## src/rtl/core/cvap_pkg.sv

```systemverilog
`default_nettype none

package cvap_pkg;

   localparam int ReqWidth = 120;
   localparam int RspWidth = 184;
   localparam int CsrIndexWidth = 3;
   localparam int CsrDataWidth = 32;

   localparam int DivWidth = 17;
   localparam int DivisorWidth = 15;

   localparam logic [CsrIndexWidth-1:0] CsrSpatialRank    = 3'd0;
   localparam logic [CsrIndexWidth-1:0] CsrBatchCount     = 3'd1;
   localparam logic [CsrIndexWidth-1:0] CsrChannelTotal   = 3'd2;
   localparam logic [CsrIndexWidth-1:0] CsrChannelsInGrp  = 3'd3;
   localparam logic [CsrIndexWidth-1:0] CsrChannelPitch   = 3'd4;
   localparam logic [CsrIndexWidth-1:0] CsrSpanBytes      = 3'd5;

   localparam logic [1:0] StatusOk          = 2'd0;
   localparam logic [1:0] StatusInvalid     = 2'd1;
   localparam logic [1:0] StatusUnsupported = 2'd2;

   localparam logic [1:0] PathGeneric      = 2'd0;
   localparam logic [1:0] PathOneByOne     = 2'd1;
   localparam logic [1:0] PathThreeByThree = 2'd2;

   localparam logic [1:0] ShapeOther = 2'd0;
   localparam logic [1:0] ShapeThree = 2'd2;

   localparam logic [15:0] TapLimit = 16'd16;

   typedef struct packed {
      logic [31:0] pitch_bytes;
      logic [15:0] lead_pad;
      logic [15:0] spread;
      logic [15:0] step;
      logic [7:0]  taps;
      logic [15:0] out_extent;
      logic [15:0] in_extent;
   } req_word_type;

   typedef struct packed {
      logic [5:0]  fill;
      logic [1:0]  kernel_path;
      logic [15:0] tap_points;
      logic [31:0] out_points;
      logic [1:0]  plan_status;
      logic [46:0] tap_step_bytes;
      logic [46:0] out_step_bytes;
      logic [15:0] past_inside;
      logic [15:0] first_inside;
   } rsp_word_type;

   typedef struct packed {
      logic load;
      logic mul;
      logic div_start;
      logic div_sel;
      logic take_first;
      logic finish;
   } cvap_cmd_type;

   typedef struct packed {
      logic div_busy;
   } cvap_stat_type;

endpackage

`default_nettype wire

```

## src/rtl/core/cvap_div.sv

```systemverilog
`default_nettype none

module cvap_div (
   input  wire logic                                  clock,
   input  wire logic                                  reset,
   input  wire logic                                  start,
   input  wire logic [cvap_pkg::DivWidth-1:0]         dividend,
   input  wire logic [cvap_pkg::DivisorWidth-1:0]     divisor,
   output logic                                       busy,
   output logic [cvap_pkg::DivWidth-1:0]              quotient
);
   import cvap_pkg::*;

   logic [4:0]                count_ff, count_in;
   logic [DivisorWidth-1:0]   rem_ff, rem_in;
   logic [DivWidth-1:0]       quot_ff, quot_in;
   logic [DivisorWidth-1:0]   dvs_ff, dvs_in;
   logic [DivisorWidth:0]     shifted;
   logic [DivisorWidth+1:0]   trial;

   assign shifted = {rem_ff, quot_ff[DivWidth-1]};
   assign trial = {1'b0, shifted} - {2'b00, dvs_ff};

   always_comb begin
      count_in = count_ff;
      rem_in = rem_ff;
      quot_in = quot_ff;
      dvs_in = dvs_ff;
      if (start) begin
         count_in = 5'(DivWidth);
         rem_in = '0;
         quot_in = dividend;
         dvs_in = divisor;
      end else if (count_ff != 5'd0) begin
         count_in = count_ff - 5'd1;
         if (!trial[DivisorWidth+1]) begin
            rem_in = trial[DivisorWidth-1:0];
            quot_in = {quot_ff[DivWidth-2:0], 1'b1};
         end else begin
            rem_in = shifted[DivisorWidth-1:0];
            quot_in = {quot_ff[DivWidth-2:0], 1'b0};
         end
      end
   end

   always_ff @(posedge clock) begin
      if (reset) begin
         count_ff <= 5'd0;
      end else begin
         count_ff <= count_in;
      end
      rem_ff <= rem_in;
      quot_ff <= quot_in;
      dvs_ff <= dvs_in;
   end

   assign busy = (count_ff != 5'd0);
   assign quotient = quot_ff;

endmodule

`default_nettype wire

```

## src/rtl/core/cvap_dpath.sv

```systemverilog
`default_nettype none

module cvap_dpath (
   input  wire logic                                     clock,
   input  wire logic                                     reset,
   input  wire cvap_pkg::cvap_cmd_type                   cmd,
   output cvap_pkg::cvap_stat_type                       stat,
   input  wire logic [cvap_pkg::ReqWidth-1:0]            req_tdata,
   input  wire logic                                     csr_wr_en,
   input  wire logic [cvap_pkg::CsrIndexWidth-1:0]       csr_index,
   input  wire logic [cvap_pkg::CsrDataWidth-1:0]        csr_wr_data,
   output logic [cvap_pkg::RspWidth-1:0]                 rsp_tdata,
   output logic [0:0]                                    rsp_tuser,
   output logic                                          rsp_tlast
);
   import cvap_pkg::*;

   logic [1:0]  spatial_rank_ff;
   logic [15:0] batch_count_ff;
   logic [15:0] channel_total_ff;
   logic [15:0] channels_in_group_ff;
   logic [15:0] channel_pitch_ff;
   logic [31:0] span_bytes_ff;

   logic        axis_count_ff, axis_count_in;
   logic [1:0]  sticky_status_ff, sticky_status_in;
   logic [31:0] out_product_ff, out_product_in;
   logic [15:0] tap_product_ff, tap_product_in;
   logic [1:0]  first_axis_shape_ff, first_axis_shape_in;

   req_word_type item_ff;
   logic [46:0]  ostep_ff;
   logic [46:0]  tstep_ff;
   logic [22:0]  tail_ff;
   logic [31:0]  out_next_ff;
   logic [15:0]  tap_next_ff;
   logic [DivWidth-1:0] first_q_ff;
   rsp_word_type rsp_word_ff, rsp_word_in;
   logic         rsp_axis_ff, rsp_last_ff, rsp_last_in;

   logic [DivisorWidth-1:0] s_val, d_val, p_val;
   logic        step_pos, spread_pos, pad_nonneg, axis_ok;
   logic [46:0] ostep_prod, tstep_prod;
   logic [22:0] tail_prod;
   logic [47:0] out_prod_full;
   logic [23:0] tap_prod_full;
   logic [DivWidth-1:0] div_a, div_b, last_n, div_dividend, div_quot;
   logic [23:0] last_n_wide, span_diff;
   logic        tail_below, div_busy;
   logic [17:0] past_raw, out_ext_wide;
   logic [15:0] first_c, past_c, past_f;
   logic        rank_two, last_axis, cfg_bad, sticky_eff, spread_one;
   logic [1:0]  status_v, path_v;

   assign s_val = item_ff.step[DivisorWidth-1:0];
   assign d_val = item_ff.spread[DivisorWidth-1:0];
   assign p_val = item_ff.lead_pad[DivisorWidth-1:0];
   assign step_pos = !item_ff.step[15] && (item_ff.step != 16'd0);
   assign spread_pos = !item_ff.spread[15] && (item_ff.spread != 16'd0);
   assign pad_nonneg = !item_ff.lead_pad[15];
   assign axis_ok = (item_ff.in_extent != 16'd0) && (item_ff.out_extent != 16'd0) &&
                    (item_ff.taps != 8'd0) && (item_ff.pitch_bytes != 32'd0) &&
                    step_pos && spread_pos && pad_nonneg;

   assign ostep_prod = s_val * item_ff.pitch_bytes;
   assign tstep_prod = d_val * item_ff.pitch_bytes;
   assign tail_prod = (item_ff.taps - 8'd1) * d_val;
   assign out_prod_full = out_product_ff * item_ff.out_extent;
   assign tap_prod_full = tap_product_ff * item_ff.taps;

   assign div_a = {2'b00, p_val} + {2'b00, s_val} - 17'd1;
   assign last_n = {1'b0, item_ff.in_extent} + {2'b00, p_val} - 17'd1;
   assign last_n_wide = {7'd0, last_n};
   assign tail_below = last_n_wide < {1'b0, tail_ff};
   assign span_diff = last_n_wide - {1'b0, tail_ff};
   assign div_b = span_diff[DivWidth-1:0];
   assign div_dividend = cmd.div_sel ? div_b : div_a;

   cvap_div u_div (
      .clock    (clock),
      .reset    (reset),
      .start    (cmd.div_start),
      .dividend (div_dividend),
      .divisor  (s_val),
      .busy     (div_busy),
      .quotient (div_quot)
   );

   assign stat.div_busy = div_busy;

   assign out_ext_wide = {2'b00, item_ff.out_extent};
   assign past_raw = tail_below ? 18'd0 : ({1'b0, div_quot} + 18'd1);
   assign first_c = ({1'b0, first_q_ff} > out_ext_wide) ? item_ff.out_extent
                                                         : first_q_ff[15:0];
   assign past_c = (past_raw > out_ext_wide) ? item_ff.out_extent : past_raw[15:0];
   assign past_f = (past_c < first_c) ? first_c : past_c;

   assign rank_two = (spatial_rank_ff == 2'd2);
   assign last_axis = axis_count_ff || !rank_two;
   assign sticky_eff = (sticky_status_ff != StatusOk) || !axis_ok;
   assign spread_one = (item_ff.spread == 16'd1);
   assign cfg_bad = (span_bytes_ff == 32'd0) || (spatial_rank_ff == 2'd0) ||
                    (spatial_rank_ff == 2'd3) || (batch_count_ff == 16'd0) ||
                    (channel_total_ff == 16'd0) || (channels_in_group_ff == 16'd0) ||
                    (channels_in_group_ff > channel_total_ff);

   always_comb begin
      status_v = StatusOk;
      path_v = PathGeneric;
      if (last_axis) begin
         if (cfg_bad) begin
            status_v = StatusInvalid;
         end else if (channel_pitch_ff != 16'd1) begin
            status_v = StatusUnsupported;
         end else if (sticky_eff) begin
            status_v = StatusInvalid;
         end else if (tap_next_ff > TapLimit) begin
            status_v = StatusUnsupported;
         end
         if (status_v == StatusOk) begin
            if (!rank_two && (item_ff.taps == 8'd1) && spread_one) begin
               path_v = PathOneByOne;
            end else if (rank_two && (first_axis_shape_ff == ShapeThree) &&
                         (item_ff.taps == 8'd3) && spread_one) begin
               path_v = PathThreeByThree;
            end
         end
      end
   end

   always_comb begin
      rsp_word_in = rsp_word_ff;
      rsp_last_in = rsp_last_ff;
      axis_count_in = axis_count_ff;
      sticky_status_in = sticky_status_ff;
      out_product_in = out_product_ff;
      tap_product_in = tap_product_ff;
      first_axis_shape_in = first_axis_shape_ff;
      if (cmd.finish) begin
         rsp_word_in.fill = '0;
         rsp_word_in.kernel_path = path_v;
         rsp_word_in.tap_points = tap_next_ff;
         rsp_word_in.out_points = out_next_ff;
         rsp_word_in.plan_status = status_v;
         rsp_word_in.tap_step_bytes = axis_ok ? tstep_ff : 47'd0;
         rsp_word_in.out_step_bytes = axis_ok ? ostep_ff : 47'd0;
         rsp_word_in.past_inside = axis_ok ? past_f : 16'd0;
         rsp_word_in.first_inside = axis_ok ? first_c : 16'd0;
         rsp_last_in = last_axis;
         if (last_axis) begin
            axis_count_in = 1'b0;
            sticky_status_in = StatusOk;
            out_product_in = 32'd1;
            tap_product_in = 16'd1;
            first_axis_shape_in = ShapeOther;
         end else begin
            axis_count_in = 1'b1;
            sticky_status_in = sticky_eff ? StatusInvalid : StatusOk;
            out_product_in = out_next_ff;
            tap_product_in = tap_next_ff;
            first_axis_shape_in = ((item_ff.taps == 8'd3) && spread_one) ? ShapeThree
                                                                         : ShapeOther;
         end
      end
   end

   always_ff @(posedge clock) begin
      if (reset) begin
         spatial_rank_ff <= 2'd1;
         batch_count_ff <= 16'd1;
         channel_total_ff <= 16'd1;
         channels_in_group_ff <= 16'd1;
         channel_pitch_ff <= 16'd1;
         span_bytes_ff <= 32'd1;
         axis_count_ff <= 1'b0;
         sticky_status_ff <= StatusOk;
         out_product_ff <= 32'd1;
         tap_product_ff <= 16'd1;
         first_axis_shape_ff <= ShapeOther;
      end else begin
         if (csr_wr_en) begin
            case (csr_index)
               CsrSpatialRank: begin
                  spatial_rank_ff <= csr_wr_data[1:0];
               end
               CsrBatchCount: begin
                  batch_count_ff <= csr_wr_data[15:0];
               end
               CsrChannelTotal: begin
                  channel_total_ff <= csr_wr_data[15:0];
               end
               CsrChannelsInGrp: begin
                  channels_in_group_ff <= csr_wr_data[15:0];
               end
               CsrChannelPitch: begin
                  channel_pitch_ff <= csr_wr_data[15:0];
               end
               CsrSpanBytes: begin
                  span_bytes_ff <= csr_wr_data;
               end
               default: begin
               end
            endcase
         end
         axis_count_ff <= axis_count_in;
         sticky_status_ff <= sticky_status_in;
         out_product_ff <= out_product_in;
         tap_product_ff <= tap_product_in;
         first_axis_shape_ff <= first_axis_shape_in;
      end
   end

   always_ff @(posedge clock) begin
      if (cmd.load) begin
         item_ff <= req_word_type'(req_tdata);
      end
      if (cmd.mul) begin
         ostep_ff <= ostep_prod;
         tstep_ff <= tstep_prod;
         tail_ff <= tail_prod;
         out_next_ff <= out_prod_full[31:0];
         tap_next_ff <= tap_prod_full[15:0];
      end
      if (cmd.take_first) begin
         first_q_ff <= div_quot;
      end
      if (cmd.finish) begin
         rsp_axis_ff <= axis_count_ff;
      end
      rsp_word_ff <= rsp_word_in;
      rsp_last_ff <= rsp_last_in;
   end

   assign rsp_tdata = rsp_word_ff;
   assign rsp_tuser = rsp_axis_ff;
   assign rsp_tlast = rsp_last_ff;

endmodule

`default_nettype wire

```

## config.mk

```make
export PLATFORM = sky130hd
export DESIGN_NAME = cvap_dpath
export DESIGN_NICKNAME = d
export VERILOG_FILES = /design/src/rtl/core/cvap_pkg.sv /design/src/rtl/core/cvap_div.sv /design/src/rtl/core/cvap_dpath.sv
export SDC_FILE = /design/constraint.sdc
export NUM_CORES = 2
export LEC_CHECK = 0
export BUFFER_PORTS_ARGS = -buffer_cell sky130_fd_sc_hd__buf_2
export CAP_MARGIN = 25
export CORE_ASPECT_RATIO = 0.8
export CORE_MARGIN = 2
export CORE_UTILIZATION = 59
export DETAILED_ROUTE_END_ITERATION = 7
export GPL_ROUTABILITY_DRIVEN = 0
export PLACE_DENSITY = 0.73
export SLEW_MARGIN = 20
export SYNTH_ARGS = -nofsm -noshare
export SYNTH_HDL_FRONTEND = slang
export SYNTH_HIERARCHICAL = 1
export SYNTH_SLANG_ARGS = --single-unit
export TNS_END_PERCENT = 50
```

## constraint.sdc

```tcl
create_clock -name clock -period 11.84 [get_ports clock]
set_input_delay 1.776 -clock clock [delete_from_list [all_inputs] [get_ports clock]]
set_output_delay 1.776 -clock clock [all_outputs]
set_load 0.01 [all_outputs]
```

==> impl_results.md <==
* Status: complete, no violations
* Effective utilization at floorplan at 59.3%
* GR Overflow Total at 0
* FF+latch count, synth at 683
* Post-Route WL at 194000 um
* Clock Skews at 0.0317 ns
* Number of max-cap violations at 0
* Slew Limit Fails at 0
* CORE AREA at 0.129 mm2
* Port Buf Inserts at 344
* Post-DR vias/cell at 5.70
* Post-synthesis compound-gate area fraction at 6.01%
* Final setup vio count at 0
* First-pass GRT wire length at 316000 um
* Max_slew headroom at 26.0%
* CTS Root Cell: clkbuf_16
* Layout cell share with drive strength beyond 1 at 8.36%
* Die area at 0.133 mm2
* CP Data Arrival Time at 10.27 ns
* GRT Total Usage at 30.4%
* Distinct cell type count after synthesis at 81
* CP max stage delay at 0.66 ns
* WHS at 0.450 ns
* Vias in the first global route at 58456
* Initial antenna violation count at 15
* CP dominant cell by count: a21o_1
* Primary FF master, synth: edfxtp_1
* R2r setup slk at 2.03 ns
* Initial DRC count at 4325
* Async set-or-reset flop fraction in the synthesized netlist at 0%
* Wirelength per Cell at 20.1 um
* Final Hold Fails at 0
* P&R area growth vs syn at 7.68%
* Clock H-tree levels at 3
* Setup crit end kind: flip-flop
* Num CTS Buffers at 77
* Antenna violation net count after detailed routing at 0
* Main combinational cell family by area after synthesis: adder cells
* Period minus WS final at 9.81 ns
* # rows at 118
* Simple-gate share of the synthesized area at 16.4%
* Critical Path RT at 12.30 ns
* Fin crit share at 82.8%
* Insertion delay to the later sink of the worst-skew pair at 0.72 ns
* Clock sink total at 683
* Drt pass-1 iters at 6
* Die Wd at 407 um
* TritonCTS clock tree: done
* Mapped Area at 0.0765 mm2
* RSZ-0062 raised after global routing: no
* NumNets Final at 9807
* Worst-path fanout max at 17
* Routed vias at 55243
* DR DRC count at 0
* Max clock buf depth at 3
* Post-synthesis cell count at 7742
* Fin Setup TNS at 0 ns
* Crit path launch type: flip-flop
* Post-DP HPWL at 142000 um
* CTS Hold Bufs at 0
* Area share of fa/ha/maj cells after synthesis at 41.0%
* Die Y at 326 um
* Max Clock Freq at 0.102 GHz
* I/O pin count at 351
* Hold Crit Class: flip-flop to flip-flop
* Post-synth EDFFs at 514
* Critical path buffers and inverters at 4
* Setup Buffers After CTS at 0
* Pin count of the biggest net entering global routing at 98
* Crit-path leading delay family: compound AO/OA/AOI/OAI gates
* Synth Area in XOR/XNOR at 2.79%
* Post_cts resized at 0
* Ys Warns at 6
* Worst setup path category: flip-flop to flip-flop
* Synthesized area per cell at 9.89 um2
* Worst Max-Slew Pin Slew at 1.10 ns
* Slowest cell on crit path: o22a_1
* Seq/Total Area, Yosys at 24.6%
* Reg clk slew, reported paths at 0.06 ns
* Post-synthesis mux area share at 1.00%
==> synth_stat cells, types with 21 or more instances <==
| library cell | n | area [um2] |
|---|---|---|
| a21o_1 | 94 | 706 |
| mux2i_1 | 21 | 210 |
| fa_1 | 1236 | 24700 |
| nand3_1 | 98 | 490 |
| nand2b_1 | 97 | 607 |
| o21bai_1 | 25 | 188 |
| nor2b_1 | 70 | 438 |
| o21a_1 | 36 | 270 |
| nor3_1 | 39 | 195 |
| o21ai_0 | 111 | 556 |
| and2_1 | 709 | 4440 |
| nand2_1 | 1225 | 4600 |
| dfxtp_1 | 169 | 3380 |
| nand4_1 | 42 | 263 |
| and3_1 | 23 | 144 |
| xor2_1 | 76 | 666 |
| mux2_2 | 46 | 518 |
| xnor2_1 | 168 | 1470 |
| a21oi_1 | 325 | 1630 |
| nor4_1 | 55 | 344 |
| clkbuf_1 | 369 | 1390 |
| nor2_1 | 165 | 619 |
| ha_1 | 529 | 6620 |
| edfxtp_1 | 514 | 15400 |
| inv_1 | 1253 | 4700 |
==> cells by family after synthesis <==
logic type,after synthesis
XOR/XNOR,244
other,1
AND/OR/NAND/NOR,2584
buffers and inverters,1655
adder cells (fa/ha/maj),1765
AO/OA/AOI/OAI,740
multiplexers,70
flip-flops,683
==> cell usage in the layout, fill, tap and decap left out, types with 14 or more instances in the layout <==
master     Yosys  layout
inv_1       1253    1253
fa_1        1236    1236
nand2_1     1225    1225
and2_1       709     709
ha_1         529     529
edfxtp_1     514     514
buf_2          2     340
a21oi_1      325     325
dfxtp_1      169     169
xnor2_1      168     168
nor2_1       165     163
o21ai_0      111     111
buf_4          9     108
nand3_1       98      97
nand2b_1      97      97
a21o_1        94      94
clkbuf_16      0      79
xor2_1        76      76
nor2b_1       70      70
nor4_1        55      54
mux2_2        46      46
nand4_1       42      42
nor3_1        39      39
o21a_1        36      36
o21bai_1      25      25
and3_1        23      23
mux2i_1       21      21
or2_2         20      20
a31oi_1       19      19
clkbuf_1     369      16
a211oi_1      15      15
a21boi_0      14      14
==> per-stage QoR <==
stage | utilization (%) | area (um2) | worst slack [ns] | instances
final | 63.9 | 82400 | 2.03 | 9688
after global routing | 63.9 | 82400 | 1.45 | 9685
after CTS | 63.8 | 82400 | 1.96 | 9681
after detailed placement | 61.8 | 79700 | 2.04 | 9537
after global placement | 61.8 | 79700 | 2.34 | 9536
after floorplan | - | 76600 | 3.56 | 7747
==> flip-flops by register name (all words and copies together), names as in the netlist, 17 cells and up <==
name / count
tstep_ff: 47
out_product_ff: 32
ostep_ff: 47
rsp_tdata: 178
out_next_ff: 32
item_ff: 105
tail_ff: 23
u_div/quotient: 17
first_q_ff: 17
span_bytes_ff: 32
==> layer usage <==
| metal | share of wire [%] | wire [um] | track usage, % | vias up |
|---|---|---|---|---|
| li1 | - | - | - | 24487 |
| met1 | 42 | 81800 | 42.5 | 28118 |
| met2 | 46 | 89400 | 47.6 | 2236 |
| met3 | 8.7 | 16900 | 6.33 | 388 |
| met4 | 3.3 | 6380 | 10.2 | 14 |
| met5 | 0.047 | 92 | 0 | - |
==> final cells by class <==
cell class,instances,area (um2)
multi-input combinational,5409,51500
clock inverter,44,524
clock buffer,100,2110
timing repair buffer,454,2590
fill,10526,46600
sequential,683,18800
antenna,5,12.5
inverter,1253,4700
tap,1740,2180
==> final timing paths <==
path,from,endpoint,cells past startpoint
worst max-delay path,item_ff[1],rsp_tdata[28],42
worst min-delay path,out_next_ff[11],rsp_tdata[139],0
worst max register to register,item_ff[1],rsp_tdata[28],42
worst min register to register,out_next_ff[11],rsp_tdata[139],0
Power is not shown: default switching activity piles up to over one toggle a cycle in this logic, so the estimate is an artifact.
